File: src/design/maf_pkg.sv
// shared types and constants for the moving average filter
package maf_pkg;

  localparam int MafWindow      = 16;
  localparam int MafSampleWidth = 16;
  localparam int QueueDepth     = 2;

  typedef enum logic {
    CMD_FILTER = 1'b0,
    CMD_CLEAR  = 1'b1
  } maf_cmd_t;

  typedef enum logic [3:0] {
    S_IDLE = 4'b0001,
    S_UPD  = 4'b0010,
    S_DIV  = 4'b0100,
    S_OUT  = 4'b1000
  } maf_state_t;

endpackage

File: src/design/maf_ram.sv
// generic single write port, single read port ram with registered read
module maf_ram #(
  parameter int WIDTH = 16,
  parameter int DEPTH = 16
) (
  input  logic                     clk,
  input  logic                     wr_en,
  input  logic [$clog2(DEPTH)-1:0] wr_addr,
  input  logic [WIDTH-1:0]         wr_data,
  input  logic                     rd_en,
  input  logic [$clog2(DEPTH)-1:0] rd_addr,
  output logic [WIDTH-1:0]         rd_data
);

  logic [WIDTH-1:0] mem [DEPTH];
  logic [WIDTH-1:0] rd_data_r;

  always_ff @(posedge clk) begin
    if (wr_en) begin
      mem[wr_addr] <= wr_data;
    end
    if (rd_en) begin
      rd_data_r <= mem[rd_addr];
    end
  end

  assign rd_data = rd_data_r;

endmodule

File: src/design/maf_front.sv
// front end: accepts input transfers, classifies the command and queues items
module maf_front import maf_pkg::*; #(
  parameter int SAMPLE_WIDTH = MafSampleWidth
) (
  input  logic                           clk,
  input  logic                           rst_n,
  input  logic                           in_valid,
  output logic                           in_stall,
  input  logic                           in_cmd,
  input  logic signed [SAMPLE_WIDTH-1:0] in_sample,
  output logic                           item_valid,
  output maf_cmd_t                       item_cmd,
  output logic signed [SAMPLE_WIDTH-1:0] item_sample,
  input  logic                           item_pop
);

  localparam int QPTR_W = $clog2(QueueDepth);
  localparam int QCNT_W = $clog2(QueueDepth + 1);

  maf_cmd_t                       cmd_q    [QueueDepth];
  logic signed [SAMPLE_WIDTH-1:0] sample_q [QueueDepth];
  logic [QPTR_W-1:0]              wr_ptr_r, wr_ptr_nxt;
  logic [QPTR_W-1:0]              rd_ptr_r, rd_ptr_nxt;
  logic [QCNT_W-1:0]              count_r, count_nxt;
  logic                           push;
  logic                           pop;

  assign in_stall    = (count_r == QCNT_W'(QueueDepth));
  assign push        = in_valid && !in_stall;
  assign item_valid  = (count_r != '0);
  assign pop         = item_pop && item_valid;
  assign item_cmd    = cmd_q[rd_ptr_r];
  assign item_sample = sample_q[rd_ptr_r];

  always_comb begin
    wr_ptr_nxt = push ? wr_ptr_r + 1'b1 : wr_ptr_r;
    rd_ptr_nxt = pop ? rd_ptr_r + 1'b1 : rd_ptr_r;
    count_nxt  = count_r;
    if (push && !pop) begin
      count_nxt = count_r + 1'b1;
    end else if (pop && !push) begin
      count_nxt = count_r - 1'b1;
    end
  end

  always_ff @(posedge clk) begin
    if (push) begin
      cmd_q[wr_ptr_r]    <= in_cmd ? CMD_CLEAR : CMD_FILTER;
      sample_q[wr_ptr_r] <= in_sample;
    end
  end

  always_ff @(posedge clk) begin
    if (!rst_n) begin
      wr_ptr_r <= '0;
      rd_ptr_r <= '0;
      count_r  <= '0;
    end else begin
      wr_ptr_r <= wr_ptr_nxt;
      rd_ptr_r <= rd_ptr_nxt;
      count_r  <= count_nxt;
    end
  end

endmodule

File: src/design/maf_div.sv
// radix-2 restoring divider, signed dividend by unsigned count, truncates toward zero
module maf_div import maf_pkg::*; #(
  parameter int SUM_W = 20,
  parameter int CNT_W = 5,
  parameter int Q_W   = 16
) (
  input  logic                    clk,
  input  logic                    rst_n,
  input  logic                    start,
  input  logic signed [SUM_W-1:0] dividend,
  input  logic [CNT_W-1:0]        divisor,
  output logic                    done,
  output logic signed [Q_W-1:0]   quotient
);

  localparam int STEP_W = $clog2(SUM_W);

  logic              busy_r, busy_nxt;
  logic              done_r, done_nxt;
  logic [STEP_W-1:0] step_r, step_nxt;
  logic              neg_r;
  logic [CNT_W-1:0]  div_r;
  logic [CNT_W-1:0]  rem_r;
  logic [SUM_W-1:0]  quo_r;
  logic [CNT_W:0]    rem_sh;
  logic [CNT_W:0]    diff;
  logic              ge;
  logic [SUM_W-1:0]  mag;
  logic [SUM_W-1:0]  quo_signed;

  assign mag    = dividend[SUM_W-1] ? (~dividend + 1'b1) : dividend;
  assign rem_sh = {rem_r, quo_r[SUM_W-1]};
  assign ge     = (rem_sh >= {1'b0, div_r});
  assign diff   = rem_sh - {1'b0, div_r};

  always_comb begin
    busy_nxt = busy_r;
    done_nxt = 1'b0;
    step_nxt = step_r;
    if (start) begin
      busy_nxt = 1'b1;
      step_nxt = '0;
    end else if (busy_r) begin
      step_nxt = step_r + 1'b1;
      if (step_r == STEP_W'(SUM_W - 1)) begin
        busy_nxt = 1'b0;
        done_nxt = 1'b1;
      end
    end
  end

  always_ff @(posedge clk) begin
    if (start) begin
      neg_r <= dividend[SUM_W-1];
      div_r <= divisor;
      rem_r <= '0;
      quo_r <= mag;
    end else if (busy_r) begin
      rem_r <= ge ? diff[CNT_W-1:0] : rem_sh[CNT_W-1:0];
      quo_r <= {quo_r[SUM_W-2:0], ge};
    end
  end

  always_ff @(posedge clk) begin
    if (!rst_n) begin
      busy_r <= 1'b0;
      done_r <= 1'b0;
      step_r <= '0;
    end else begin
      busy_r <= busy_nxt;
      done_r <= done_nxt;
      step_r <= step_nxt;
    end
  end

  assign quo_signed = neg_r ? (~quo_r + 1'b1) : quo_r;
  assign quotient   = quo_signed[Q_W-1:0];
  assign done       = done_r;

endmodule

File: src/design/maf_back.sv
// back end: ring buffer update, running sum, divide sequencing and result register
module maf_back import maf_pkg::*; #(
  parameter int WINDOW       = MafWindow,
  parameter int SAMPLE_WIDTH = MafSampleWidth
) (
  input  logic                                         clk,
  input  logic                                         rst_n,
  input  logic                                         item_valid,
  input  maf_cmd_t                                     item_cmd,
  input  logic signed [SAMPLE_WIDTH-1:0]               item_sample,
  output logic                                         item_pop,
  output logic                                         ram_wr_en,
  output logic [$clog2(WINDOW)-1:0]                    ram_wr_addr,
  output logic [SAMPLE_WIDTH-1:0]                      ram_wr_data,
  output logic                                         ram_rd_en,
  output logic [$clog2(WINDOW)-1:0]                    ram_rd_addr,
  input  logic [SAMPLE_WIDTH-1:0]                      ram_rd_data,
  output logic                                         div_start,
  output logic signed [SAMPLE_WIDTH+$clog2(WINDOW)-1:0] div_dividend,
  output logic [$clog2(WINDOW+1)-1:0]                  div_divisor,
  input  logic                                         div_done,
  input  logic signed [SAMPLE_WIDTH-1:0]               div_quotient,
  output logic                                         out_valid,
  input  logic                                         out_stall,
  output logic signed [SAMPLE_WIDTH-1:0]               out_average,
  output logic                                         out_window_full
);

  localparam int IDX_W = $clog2(WINDOW);
  localparam int CNT_W = $clog2(WINDOW + 1);
  localparam int SUM_W = SAMPLE_WIDTH + IDX_W;

  maf_state_t                     state_r, state_nxt;
  logic signed [SUM_W-1:0]        sum_r, sum_nxt;
  logic [IDX_W-1:0]               ptr_r, ptr_nxt;
  logic [CNT_W-1:0]               cnt_r, cnt_nxt;
  logic                           out_valid_r, out_valid_nxt;
  logic signed [SAMPLE_WIDTH-1:0] x_r;
  logic signed [SAMPLE_WIDTH-1:0] res_r;
  logic signed [SAMPLE_WIDTH-1:0] avg_r;
  logic                           full_r;
  logic                           full;
  logic                           out_free;
  logic                           load_out;
  logic signed [SUM_W-1:0]        x_ext;
  logic signed [SUM_W-1:0]        old_ext;

  assign full     = (cnt_r == CNT_W'(WINDOW));
  assign out_free = !out_valid_r || !out_stall;
  assign x_ext    = {{IDX_W{x_r[SAMPLE_WIDTH-1]}}, x_r};
  assign old_ext  = full ? {{IDX_W{ram_rd_data[SAMPLE_WIDTH-1]}}, ram_rd_data} : '0;

  always_comb begin
    state_nxt     = state_r;
    sum_nxt       = sum_r;
    ptr_nxt       = ptr_r;
    cnt_nxt       = cnt_r;
    item_pop      = 1'b0;
    ram_rd_en     = 1'b0;
    ram_wr_en     = 1'b0;
    div_start     = 1'b0;
    load_out      = 1'b0;
    case (state_r)
      S_IDLE: begin
        if (item_valid) begin
          item_pop = 1'b1;
          if (item_cmd == CMD_CLEAR) begin
            sum_nxt = '0;
            ptr_nxt = '0;
            cnt_nxt = '0;
          end else begin
            ram_rd_en = 1'b1;
            state_nxt = S_UPD;
          end
        end
      end
      S_UPD: begin
        // drop the overwritten sample once the window is full
        sum_nxt   = sum_r + x_ext - old_ext;
        ram_wr_en = 1'b1;
        ptr_nxt   = (ptr_r == IDX_W'(WINDOW - 1)) ? '0 : ptr_r + 1'b1;
        cnt_nxt   = full ? cnt_r : cnt_r + 1'b1;
        div_start = 1'b1;
        state_nxt = S_DIV;
      end
      S_DIV: begin
        if (div_done) begin
          state_nxt = S_OUT;
        end
      end
      S_OUT: begin
        if (out_free) begin
          load_out  = 1'b1;
          state_nxt = S_IDLE;
        end
      end
      default: begin
        state_nxt = S_IDLE;
      end
    endcase
    if (load_out) begin
      out_valid_nxt = 1'b1;
    end else if (!out_stall) begin
      out_valid_nxt = 1'b0;
    end else begin
      out_valid_nxt = out_valid_r;
    end
  end

  assign ram_rd_addr  = ptr_r;
  assign ram_wr_addr  = ptr_r;
  assign ram_wr_data  = x_r;
  assign div_dividend = sum_nxt;
  assign div_divisor  = cnt_nxt;

  always_ff @(posedge clk) begin
    if (state_r == S_IDLE) begin
      x_r <= item_sample;
    end
    if (div_done) begin
      res_r <= div_quotient;
    end
    if (load_out) begin
      avg_r  <= res_r;
      full_r <= full;
    end
  end

  always_ff @(posedge clk) begin
    if (!rst_n) begin
      state_r     <= S_IDLE;
      sum_r       <= '0;
      ptr_r       <= '0;
      cnt_r       <= '0;
      out_valid_r <= 1'b0;
    end else begin
      state_r     <= state_nxt;
      sum_r       <= sum_nxt;
      ptr_r       <= ptr_nxt;
      cnt_r       <= cnt_nxt;
      out_valid_r <= out_valid_nxt;
    end
  end

  assign out_valid       = out_valid_r;
  assign out_average     = avg_r;
  assign out_window_full = full_r;

  a_cnt_range: assert property (@(posedge clk) disable iff (!rst_n)
    cnt_r <= CNT_W'(WINDOW))
    else $error("fill count beyond window");

  a_ptr_range: assert property (@(posedge clk) disable iff (!rst_n)
    ptr_r <= IDX_W'(WINDOW - 1))
    else $error("ring index beyond window");

  a_clear_empties: assert property (@(posedge clk) disable iff (!rst_n)
    (state_r == S_IDLE && item_valid && item_cmd == CMD_CLEAR)
      |=> (cnt_r == '0 && sum_r == '0 && ptr_r == '0))
    else $error("clear did not empty the window");

  a_done_in_div: assert property (@(posedge clk) disable iff (!rst_n)
    div_done |-> state_r == S_DIV)
    else $error("divider finished outside divide state");

  a_ptr_tracks_cnt: assert property (@(posedge clk) disable iff (!rst_n)
    !full |-> (CNT_W'(ptr_r) == cnt_r))
    else $error("ring index out of step with fill count");

endmodule

File: src/design/moving_average_filter_core.sv
// moving average filter core: sliding window mean over a ring buffer with running sum
// per sample the back end reads the oldest sample, updates the running sum and ring buffer,
// then the radix-2 divider forms the mean, one quotient bit per cycle; a clear needs no divide
// an input transfer is registered in the queue before the back end can take it
// a two-entry input queue and the result register let each side stall on its own
// rst_n is synchronous, active low; it empties the window; ram contents are not cleared
module moving_average_filter_core import maf_pkg::*; #(
  parameter int WINDOW       = MafWindow,
  parameter int SAMPLE_WIDTH = MafSampleWidth
) (
  input  logic                           clk,
  input  logic                           rst_n,
  input  logic                           in_valid,
  output logic                           in_stall,
  input  logic                           in_cmd,
  input  logic signed [SAMPLE_WIDTH-1:0] in_sample,
  output logic                           out_valid,
  input  logic                           out_stall,
  output logic signed [SAMPLE_WIDTH-1:0] out_average,
  output logic                           out_window_full
);

  localparam int IDX_W = $clog2(WINDOW);
  localparam int CNT_W = $clog2(WINDOW + 1);
  localparam int SUM_W = SAMPLE_WIDTH + IDX_W;

  logic                           item_valid;
  maf_cmd_t                       item_cmd;
  logic signed [SAMPLE_WIDTH-1:0] item_sample;
  logic                           item_pop;
  logic                           ram_wr_en;
  logic [IDX_W-1:0]               ram_wr_addr;
  logic [SAMPLE_WIDTH-1:0]        ram_wr_data;
  logic                           ram_rd_en;
  logic [IDX_W-1:0]               ram_rd_addr;
  logic [SAMPLE_WIDTH-1:0]        ram_rd_data;
  logic                           div_start;
  logic signed [SUM_W-1:0]        div_dividend;
  logic [CNT_W-1:0]               div_divisor;
  logic                           div_done;
  logic signed [SAMPLE_WIDTH-1:0] div_quotient;

  maf_front #(
    .SAMPLE_WIDTH (SAMPLE_WIDTH)
  ) u_front (
    .clk         (clk),
    .rst_n       (rst_n),
    .in_valid    (in_valid),
    .in_stall    (in_stall),
    .in_cmd      (in_cmd),
    .in_sample   (in_sample),
    .item_valid  (item_valid),
    .item_cmd    (item_cmd),
    .item_sample (item_sample),
    .item_pop    (item_pop)
  );

  maf_ram #(
    .WIDTH (SAMPLE_WIDTH),
    .DEPTH (WINDOW)
  ) u_ram (
    .clk     (clk),
    .wr_en   (ram_wr_en),
    .wr_addr (ram_wr_addr),
    .wr_data (ram_wr_data),
    .rd_en   (ram_rd_en),
    .rd_addr (ram_rd_addr),
    .rd_data (ram_rd_data)
  );

  maf_div #(
    .SUM_W (SUM_W),
    .CNT_W (CNT_W),
    .Q_W   (SAMPLE_WIDTH)
  ) u_div (
    .clk      (clk),
    .rst_n    (rst_n),
    .start    (div_start),
    .dividend (div_dividend),
    .divisor  (div_divisor),
    .done     (div_done),
    .quotient (div_quotient)
  );

  maf_back #(
    .WINDOW       (WINDOW),
    .SAMPLE_WIDTH (SAMPLE_WIDTH)
  ) u_back (
    .clk             (clk),
    .rst_n           (rst_n),
    .item_valid      (item_valid),
    .item_cmd        (item_cmd),
    .item_sample     (item_sample),
    .item_pop        (item_pop),
    .ram_wr_en       (ram_wr_en),
    .ram_wr_addr     (ram_wr_addr),
    .ram_wr_data     (ram_wr_data),
    .ram_rd_en       (ram_rd_en),
    .ram_rd_addr     (ram_rd_addr),
    .ram_rd_data     (ram_rd_data),
    .div_start       (div_start),
    .div_dividend    (div_dividend),
    .div_divisor     (div_divisor),
    .div_done        (div_done),
    .div_quotient    (div_quotient),
    .out_valid       (out_valid),
    .out_stall       (out_stall),
    .out_average     (out_average),
    .out_window_full (out_window_full)
  );

endmodule
File: config.mk
export PLATFORM = sky130hd
export DESIGN_NAME = moving_average_filter_core
export DESIGN_NICKNAME = d
export VERILOG_FILES = /design/src/design/maf_pkg.sv /design/src/design/maf_ram.sv /design/src/design/maf_front.sv /design/src/design/maf_div.sv /design/src/design/maf_back.sv /design/src/design/moving_average_filter_core.sv
export SDC_FILE = /design/constraint.sdc
export NUM_CORES = 1
export LEC_CHECK = 0
export BUFFER_PORTS_ARGS = -buffer_cell sky130_fd_sc_hd__buf_2
export CELL_PAD_IN_SITES_DETAIL_PLACEMENT = 0
export CELL_PAD_IN_SITES_GLOBAL_PLACEMENT = 1
export CORE_ASPECT_RATIO = 1.4
export CORE_MARGIN = 8
export CORE_UTILIZATION = 55
export CTS_CLUSTER_DIAMETER = 40
export DETAILED_ROUTE_END_ITERATION = 8
export PLACE_DENSITY = 0.88
export SYNTH_ARGS = -nofsm -noshare
export SYNTH_HDL_FRONTEND = slang
export SYNTH_SLANG_ARGS = --single-unit
File: constraint.sdc
create_clock -name clk -period 9.9 [get_ports clk]
set_input_delay 1.98 -clock clk [delete_from_list [all_inputs] [get_ports clk]]
set_output_delay 1.98 -clock clk [all_outputs]
set_load 0.02 [all_outputs]
==> results of run 1 <==
==> metrics by stage <==
step | utilization [%] | area, um2 | setup slack (ns) | hold WS (ns)
after floorplan | - | 18700 | 5.34 | 0.400
after detailed placement | 57.6 | 19500 | 4.67 | 0.407
after global placement | 57.6 | 19500 | 4.74 | 0.401
after CTS | 62.0 | 21000 | 4.66 | 0.421
after global routing | 62.0 | 21000 | 4.35 | 0.424
final | 62.0 | 21000 | 4.72 | 0.419
==> Yosys cell counts, drive strengths merged, types with 2 or more instances <==
| cell type | n | area, um2 |
|---|---|---|
| nor4 | 3 | 18.8 |
| a21o | 7 | 52.6 |
| clkbuf | 35 | 131 |
| ha | 35 | 438 |
| o21ai | 52 | 260 |
| or2 | 4 | 27.5 |
| nor4b | 2 | 38.8 |
| mux2i | 5 | 50.1 |
| o31ai | 6 | 45.0 |
| a211oi | 6 | 45.0 |
| and3 | 6 | 37.5 |
| buf | 12 | 53.8 |
| mux2 | 18 | 203 |
| edfxtp | 381 | 11400 |
| mux4 | 80 | 1800 |
| nor2 | 55 | 206 |
| a22oi | 6 | 63.8 |
| nand2b | 6 | 37.5 |
| and4 | 2 | 17.5 |
| nand2 | 71 | 267 |
| xor2 | 26 | 228 |
| nand3 | 15 | 75.1 |
| or3 | 4 | 25.0 |
| xnor2 | 34 | 298 |
| a21oi | 38 | 190 |
| or4 | 2 | 15.0 |
| o21a | 3 | 22.5 |
| nor2b | 11 | 68.8 |
| nand4b | 3 | 32.5 |
| a22o | 3 | 26.3 |
| a2111oi | 2 | 36.3 |
| nor3 | 16 | 80.1 |
| fa | 20 | 400 |
| and2 | 38 | 238 |
| dfxtp | 51 | 1020 |
| a21boi | 5 | 37.5 |
| a31oi | 8 | 50.1 |
| inv | 100 | 375 |
| o41ai | 5 | 58.8 |
| nand4 | 9 | 56.3 |
==> cell families after synthesis <==
kind of cell | Yosys count | share of synthesized area [%]
fa+ha+maj | 55 | 4.49
buf+inv | 147 | 3.00
mux | 103 | 11.0
flops | 432 | 66.7
xor+xnor | 60 | 2.81
simple gates | 248 | 6.68
compound gates | 151 | 5.33
==> state kept, by name, indices dropped and copies added (netlist names), 2 cells and up, named ones only <==
signal              count
u_back.sum_r           20
u_back.res_r           16
u_front.sample_q       32
u_div.quo_r            20
u_back.state_r          4
u_div.step_r            5
u_div.div_r             5
u_ram.mem             256
u_ram.rd_data          16
u_back.out_average     16
u_back.ram_wr_data     16
u_back.ram_rd_addr      4
u_front.cmd_q           2
u_front.count_r         2
u_back.cnt_r            5
u_div.rem_r             5
==> cell type report <==
class                           instances  share of cell area, %
Clock buffer                           49                   5.54
Clock inverter                         32                   1.50
Inverter                              100                   1.79
Multi-Input combinational cell        617                   27.2
Sequential cell                       432                   59.4
Tap cell                              451                   2.69
Timing Repair Buffer                   66                   1.90
==> power by group through the flow <==
stage	combinational (mW)	clock [mW]	sequential, mW
floorplan	1.12	0	2.45
global placement	1.41	0	2.53
detailed placement	1.43	0	2.56
CTS	1.44	1.69	2.52
global route	1.60	1.75	2.55
finish	1.43	1.66	2.52
==> path summary, 6_finish.rpt <==
path	from	slack (ns)	to	cells past startpoint
max	u_back.cnt_r[0]	4.72	u_div.quo_r[18]	18
min	u_back.res_r[0]	0.42	u_back.out_average[0]	0
max reg2reg	u_back.cnt_r[0]	4.72	u_div.quo_r[18]	18
min reg2reg	u_back.res_r[0]	0.42	u_back.out_average[0]	0
==> layout by cell type (no fill, tap or decap), types with 26 or more instances in the layout <==
| cell type | count |
|---|---|
| xnor2_1 | 34 |
| inv_1 | 99 |
| buf_2 | 39 |
| xor2_1 | 26 |
| dfxtp_1 | 49 |
| o21ai_1 | 27 |
| ha_1 | 35 |
| buf_4 | 27 |
| a21oi_1 | 38 |
| nor2_1 | 55 |
| and2_1 | 38 |
| nand2_1 | 71 |
| mux4_2 | 80 |
| clkbuf_16 | 46 |
| edfxtp_1 | 381 |
==> layer usage <==
metal  global-route usage (%)  share of wire (%)  up-vias
met3                     2.95                4.7      109
met2                     33.8                 53      290
met1                     20.9                 38     4894
li1                         -                  -     4608
met4                     7.91                4.0        0
met5                        0                  0        -
==> impl_metrics.json, run 1 <==
{
  "critPathBufInv": 2,
  "vias": 9901,
  "grt_pass1_wl_mm": 57.0,
  "synth_area_mm2": 0.0187,
  "p_per_area_mw_per_mm2": 267,
  "postCtsHoldBufs": 0,
  "gp_congestion": 0.889,
  "worstHoldPathType": "flip-flop to flip-flop",
  "async_flop_share_pct": 0,
  "placed_cells": 1666,
  "fin_setup_tns_ns": 0,
  "grt_max_degree": 70,
  "end_kind": "flip-flop",
  "cpPeakStageDelay_ns": 0.78,
  "path_class": "flip-flop to flip-flop",
  "fmax_mhz": 193,
  "synth_edf_count": 381,
  "seq_area_frac_synth_pct": 66.7,
  "first_pass_iters": 5,
  "p_total_mw": 5.61,
  "fp.dieH_um": 234,
  "start_kind": "flip-flop",
  "min_period_ns": 5.18,
  "cp_max_fo": 20,
  "rows": 80,
  "synth_ff_type": "edfxtp_1",
  "cts_sinks": 432,
  "comb_power_share_pct": 25.5,
  "nNetsFinal": 1339,
  "sequentialPowerShare_pct": 45.0,
  "tightest_slew_ns": 1.04,
  "multi_input_area_mm2": 0.00570,
  "die_x_um": 172,
  "yosysWarnings": 0,
  "portBuffers": 39,
  "syn_inst": 1196,
  "path_delay_family": "compound AO/OA/AOI/OAI gates",
  "drv_cap": 0,
  "switching_share_pct": 32.0,
  "yosysUniqueCellTypes": 63,
  "rsz0062_at_grt": "no",
  "core-area_mm2": 0.0338,
  "crit_chain": "inv_1 -> ha_1 -> nand2_1 -> nor3_2 -> and2_1 -> fa_1 -> inv_1 -> ha_1 -> a21o_1 -> a221o_2 -> a311oi_4 -> o311a_1 -> xnor2_1 -> a22oi_2 -> nand4_1 -> o41ai_2 -> xor2_1 -> o21ai_1",
  "clk_pin_slew_worst_paths_ns": 0.06,
  "diodes": 0,
  "cts_buffers": 46,
  "ys_ff_latch": 432,
  "ios": 40,
  "drc": 0,
  "fin_cells": 1747,
  "p_clk_share_pct": 29.5,
  "wirelength_mm": 35.7,
  "max_slew_margin_pct": 30.5,
  "dp_hpwl_mm": 23.7,
  "fin_skew_ns": 0.0239,
  "synth_fp_nets": 1272,
  "grt_pass1_vias": 10500,
  "p_leak_nw": 7.24,
  "period_share_pct": 52.4,
  "internal-power_mw": 3.81,
  "finalHoldViolations": 0,
  "drt_iter0_drc": 567,
  "clock-root-buffer": "clkbuf_16",
  "insertion_delay_ns": 0.56,
  "n_fill_cell": 2491,
  "viasPerCell": 5.67,
  "grt_antenna_before_repair": 0,
  "avgSynthCellArea_um2": 15.6,
  "dieArea_mm2": 0.0402,
  "post_cts_buffers": 0,
  "syn2layout_area_growth_pct": 12.3,
  "track_usage_pct": 18.4,
  "slew_violations": 0,
  "detail-route-antenna-nets": 0,
  "critical_path_required_ns": 10.18,
  "setup_viol": 0,
  "drive_above_1_share_pct": 20.0,
  "initial_utilization_pct": 55.2,
  "clockBufferDepth": 3,
  "grt_overflow": 0,
  "regArea_mm2": 0.0125,
  "post_cts_resized": 0,
  "htreeDepth": 2,
  "slowest_stage": "nor3_2",
  "routedWlPerCell_um": 20.4,
  "switchingPower_mw": 1.80,
  "status": "complete, no violations",
  "peakVddDrop_uv": 181,
  "cp.arrival_ns": 5.46,
  "tritoncts": "built"
}
(Power assumes the default switching activity.)
==> inputs of run 2 (changes only) <==
ABC_AREA = 1   (was unset)
CORE_UTILIZATION = 50   (was 55)
PLACE_DENSITY = 0.86   (was 0.88)
clock period = 4.9 ns   (was 9.9 ns; I/O delays follow)
==> impl_metrics.json, run 2 <==
{
  "tritoncts": "built",
  "tightest_slew_ns": 0.957,
  "p_per_area_mw_per_mm2": 525,
  "start_kind": "flip-flop",
  "synth_ff_type": "edfxtp_1",
  "fmax_mhz": 238,
  "ys_top_cells_by_count": "edfxtp_1 (381), nand2_1 (343), nor2_1 (245)",
  "routedWlPerCell_um": 18.2,
  "die_x_um": 182,
  "synth_top_area_share_pct": 59.5,
  "top_regs": "u_ram.mem (256), u_front.sample_q (32)",
  "fin_skew_ns": 0.0386,
  "status": "complete, no violations",
  "path_class": "flip-flop to flip-flop",
  "grt_pass1_vias": 13200,
  "synth_top_cell_by_area": "edfxtp_1",
  "cp.arrival_ns": 4.50,
  "slew_violations": 0,
  "final_common_cell": "edfxtp_1",
  "yosysUniqueCellTypes": 44,
  "n_fill_cell": 3198,
  "viasPerCell": 5.46,
  "wl_met3_mm": 2.18,
  "largest_reg_flops": 256,
  "synth.most_common_cell": "edfxtp_1",
  "synth_edf_count": 381,
  "drv_cap": 0,
  "largest-register": "u_ram.mem",
  "async_flop_share_pct": 0,
  "dp_hpwl_mm": 29.1,
  "fin_setup_tns_ns": 0,
  "peakVddDrop_uv": 345,
  "clock-root-buffer": "clkbuf_16",
  "p_leak_nw": 8.43,
  "rsz0062_at_grt": "no",
  "grt_overflow": 0,
  "place_ws_ns": 0.714,
  "cp_max_fo": 28,
  "track_usage_pct": 19.4,
  "finalHoldViolations": 0,
  "cts_buffers": 45,
  "grt_antenna_before_repair": 0,
  "critical_path_required_ns": 5.20,
  "post_cts_buffers": 0,
  "seq_area_frac_synth_pct": 64.8,
  "ys_ff_latch": 432,
  "clk_pin_slew_worst_paths_ns": 0.07,
  "detail-route-antenna-nets": 0,
  "end_kind": "flip-flop",
  "p_total_mw": 11.3,
  "yosys-top-cells-area": "edfxtp_1 (59%), nand2_1 (6.7%), dfxtp_1 (5.3%)",
  "crit_path_start": "u_back.cnt_r[0]",
  "first_pass_iters": 7,
  "portBuffers": 39,
  "fp.dieH_um": 248,
  "postCtsHoldBufs": 0,
  "clockBufferDepth": 3,
  "core-area_mm2": 0.0382,
  "fin_ws_ns": 0.704,
  "grt_pass1_wl_mm": 69.1,
  "syn2layout_area_growth_pct": 11.9,
  "regToRegStartpoint": "u_back.cnt_r[0]",
  "max_slew_margin_pct": 35.9,
  "nNetsFinal": 1948,
  "diodes": 0,
  "worstHoldPathType": "flip-flop to flip-flop",
  "syn_inst": 1816,
  "post_cts_resized": 0,
  "setup_viol": 0,
  "synth_area_mm2": 0.0192,
  "met2WireLength_mm": 22.9,
  "dieArea_mm2": 0.0451,
  "cts_sinks": 432,
  "grt_max_degree": 86,
  "synth_fp_nets": 1892,
  "wirelength_mm": 43.4,
  "maxUsedRoutingLayer": "met4",
  "drc": 0,
  "gp_congestion": 0.874,
  "htreeDepth": 2,
  "min_period_ns": 4.20,
  "vias": 13000,
  "hp-start": "u_back.res_r[0]",
  "mostFrequentLayoutCells": "edfxtp_1 (381), nand2_1 (343), nor2_1 (245)",
  "drt_iter0_drc": 802,
  "drive_above_1_share_pct": 9.02,
  "met1Wirelength_mm": 16.3,
  "yosysWarnings": 0,
  "avgSynthCellArea_um2": 10.6,
  "initial_utilization_pct": 50.4,
  "ios": 40,
  "rows": 85,
  "period_share_pct": 85.6,
  "insertion_delay_ns": 0.57
}
==> run 2: changes by cell type after synthesis, moves of 37 or more <==
cell,change
inv_1,+113
nor2_1,+190
o22ai_1,+65
and2_1,-37
nand3_1,+56
o21ai_0,+131
nand2_1,+272
mux4_2,-80
==> run 2: path summary, 6_finish.rpt <==
kind,to,slack (ns),cells after the start
setup reg to reg,u_div.quo_r[10],0.70,22
setup / recovery,u_div.quo_r[10],0.70,22
hold reg to reg,u_back.out_average[0],0.41,0
hold / removal,u_back.out_average[0],0.41,0
==> run 2: routing by layer <==
layer  GRT usage (%)  vias up
met5               0        -
met4            10.2        0
met3            2.74      141
met2            35.9      377
met1            21.5     6211
li1                -     6282
==> run 2: area by class of cell <==
type	count	area (um2)	area share, %
Multi-Input combinational cell	1093	5660	26.3
Inverter	221	831	3.86
Timing Repair Buffer	79	495	2.30
Sequential cell	432	12500	57.9
Clock buffer	57	1230	5.74
Clock inverter	25	248	1.15
Tap cell	478	598	2.78
==> run 2: logic make-up after synthesis <==
kind of cell               share of synthesized area, %
and+or+nand+nor                                    15.7
DFF                                                64.8
buffers and inverters                              5.80
AOI/OAI and AO/OA                                  8.06
adders and majority gates                          4.36
xor gates and xnor gates                           1.32
==> run 2: worst max-delay path: stages, from the launching register on <==
cell and delay (ns):
dfxtp_1 0.39, inv_1 0.10, ha_1 0.21, nand4_1 0.09
buf_4 0.27, nor2_1 0.09, fa_1 0.48, inv_1 0.05
ha_1 0.36, a21oi_1 0.20, nand2_1 0.17, nand3_1 0.13
nand3_1 0.10, nand3_1 0.09, nand3_1 0.10, nor2_1 0.11
nor2_1 0.05, nand2_1 0.08, nand2_2 0.30, inv_1 0.25
o21ai_0 0.12, nand3_1 0.09, o21ai_0 0.09
==> run 2: report_power, final <==
part	leakage (nW)	internal [mW]	switching, mW
clock network	0.717	1.89	1.46
registers	3.88	4.65	0.306
logic	3.83	0.947	2.06
==> run 2: per-stage QoR <==
| stage | cells | utilization [%] | cell area (um2) | hold WS (ns) |
|---|---|---|---|---|
| 5_1_grt | 2385 | 56.4 | 21500 | 0.421 |
| 2_1_floorplan | 1816 | - | 19200 | 0.400 |
| 4_1_cts | 2385 | 56.4 | 21500 | 0.414 |
| 3_3_place_gp | 2303 | 52.5 | 20000 | 0.403 |
| 3_5_place_dp | 2303 | 52.5 | 20000 | 0.405 |
| 6_report | 2385 | 56.4 | 21500 | 0.415 |
==> inputs of run 3 (changes only) <==
MAX_ROUTING_LAYER = met4   (was unset)
RECOVER_POWER = 50   (was unset)
clock period = 4.4 ns   (was 4.9 ns; I/O delays follow)
==> impl_metrics.json, run 3 (synthesized netlist as in run 2, its figures left out) <==
{
  "switching_share_pct": 33.9,
  "top_regs": "u_ram.mem (256), u_front.sample_q (32)",
  "track_usage_pct": 20.2,
  "core-area_mm2": 0.0382,
  "n_fill_cell": 3112,
  "grt_overflow": 0,
  "cts_buffers": 44,
  "cp_max_fo": 20,
  "wirelength_mm": 44.3,
  "path_class": "flip-flop to flip-flop",
  "fp.dieH_um": 248,
  "p_clk_share_pct": 29.1,
  "final_common_cell": "edfxtp_1",
  "crit_path_start": "u_back.cnt_r[0]",
  "largest-register": "u_ram.mem",
  "syn2layout_area_growth_pct": 11.5,
  "post_cts_buffers": 0,
  "tightest_slew_ns": 1.37,
  "rows": 85,
  "tritoncts": "built",
  "start_kind": "flip-flop",
  "insertion_delay_ns": 0.57,
  "grt_max_degree": 85,
  "nNetsFinal": 1949,
  "crit_path_end": "u_div.quo_r[11]",
  "rsz0062_at_grt": "no",
  "gp_congestion": 0.907,
  "fin_setup_tns_ns": 0,
  "regToRegStartpoint": "u_back.cnt_r[0]",
  "grt_pass1_vias": 13200,
  "drc": 0,
  "setup_viol": 0,
  "fin_cells": 2384,
  "mostFrequentLayoutCells": "edfxtp_1 (381), nand2_1 (343), nor2_1 (246)",
  "critical_path_required_ns": 4.69,
  "end_kind": "flip-flop",
  "diodes": 0,
  "slew_violations": 0,
  "cp.arrival_ns": 4.36,
  "cts_sinks": 432,
  "detail-route-antenna-nets": 0,
  "comb_power_share_pct": 26.2,
  "grt_antenna_before_repair": 0,
  "htreeDepth": 2,
  "dieArea_mm2": 0.0451,
  "r2r_slack_ns": 0.33,
  "clk_pin_slew_worst_paths_ns": 0.06,
  "ios": 40,
  "clock-root-buffer": "clkbuf_16",
  "internal-power_mw": 8.27,
  "initial_utilization_pct": 50.4,
  "finalHoldViolations": 0,
  "placed_cells": 2305,
  "min_period_ns": 4.07,
  "largest_reg_flops": 256,
  "fin_skew_ns": 0.0221,
  "final_util_pct": 56.2,
  "first_pass_iters": 6,
  "grt_pass1_wl_mm": 69.5,
  "dp_hpwl_mm": 30.4,
  "period_share_pct": 92.5,
  "clockBufferDepth": 3,
  "viasPerCell": 5.48,
  "max_slew_margin_pct": 8.71,
  "die_x_um": 182,
  "p_total_mw": 12.5,
  "fmax_mhz": 246,
  "status": "complete, no violations",
  "drive_above_1_share_pct": 8.39,
  "routedWlPerCell_um": 18.6,
  "reg2reg_depth": 23,
  "switchingPower_mw": 4.24,
  "vias": 13100,
  "drt_iter0_drc": 860,
  "reg2reg_to": "u_div.quo_r[11]",
  "p_leak_nw": 8.37,
  "peakVddDrop_uv": 560,
  "portBuffers": 39,
  "worstHoldPathType": "flip-flop to flip-flop",
  "sequentialPowerShare_pct": 44.7,
  "drv_cap": 0,
  "p_per_area_mw_per_mm2": 583
}
## run 3: changes by cell type in the layout (fill, tap and decap cells not counted), moves of 2 or more
cell,change
clkbuf_8,+3
clkinv_1,-2
clkbuf_16,-3
clkinv_2,+3
buf_4,-10
clkbuf_1,+10
clkinvlp_4,+2
buf_2,-3
clkinv_8,-2
## run 3: what timing repair did
item	CTS	global route
resized for setup	0	3
endpoints found under the hold margin	0	0
endpoints found under the setup margin	0	9
hold buffers	0	0
## run 3: final cells by class
class | instances | area (um2) | area share, %
timing repair buffer | 81 | 469 | 2.19
clock buffer | 53 | 1190 | 5.53
tap | 478 | 598 | 2.79
inverter | 221 | 831 | 3.87
sequential | 432 | 12500 | 58.1
multi-input combinational | 1093 | 5650 | 26.4
clock inverter | 26 | 245 | 1.14
## run 3: critical path, stage by stage (launching register included)
cell	delay [ns]
dfxtp_1	0.39
inv_1	0.09
ha_1	0.20
nand4_1	0.11
buf_6	0.20
nor2_1	0.07
fa_1	0.48
inv_1	0.07
fa_1	0.47
nand3_1	0.11
nand2_1	0.14
nand2_1	0.09
nand2_1	0.11
or2_1	0.23
nand3_1	0.10
nand2_1	0.10
inv_2	0.10
nand2_1	0.11
nor2_1	0.15
nand2_1	0.11
nand2_1	0.07
nand2_1	0.05
nand3_1	0.17
o21ai_1	0.09
## run 3: worst min-delay path by stage
| stage | start | endpoint | slack (ns) | cells after the start |
|---|---|---|---|---|
| CTS | u_back.res_r[0] | u_back.out_average[0] | 0.42 | 0 |
| floorplan | u_back.res_r[0] | u_back.out_average[0] | 0.40 | 0 |
| global route | u_back.res_r[0] | u_back.out_average[0] | 0.43 | 0 |
| finish | u_back.res_r[0] | u_back.out_average[0] | 0.42 | 0 |
| global placement | u_back.res_r[10] | u_back.out_average[10] | 0.40 | 0 |
| detailed placement | u_back.res_r[0] | u_back.out_average[0] | 0.40 | 0 |
## run 3: power by group through the flow
stage	combinational, mW	sequential, mW	clock [mW]
after floorplan	2.39	5.51	0
after global placement	3.26	5.64	0
after detailed placement	3.31	5.66	0
after CTS	3.32	5.58	3.70
after global routing	3.75	5.64	3.85
final	3.28	5.60	3.64
## run 3: layer usage
layer / track usage [%] / vias up / wire length, um
li1: - / 6278 / -
met1: 21.5 / 6272 / 16700
met2: 36.8 / 385 / 23600
met3: 2.89 / 121 / 2170
met4: 9.76 / 0 / 1810
met5: - / - / 0
## run 3: stage by stage
stage | hold WS, ns | area, um2 | setup slack (ns)
3_3_place_gp | 0.402 | 20100 | 0.268
6_report | 0.422 | 21500 | 0.328
2_1_floorplan | 0.400 | 19200 | 0.446
4_1_cts | 0.422 | 21500 | 0.186
3_5_place_dp | 0.405 | 20100 | 0.199
5_1_grt | 0.432 | 21500 | 0.0234
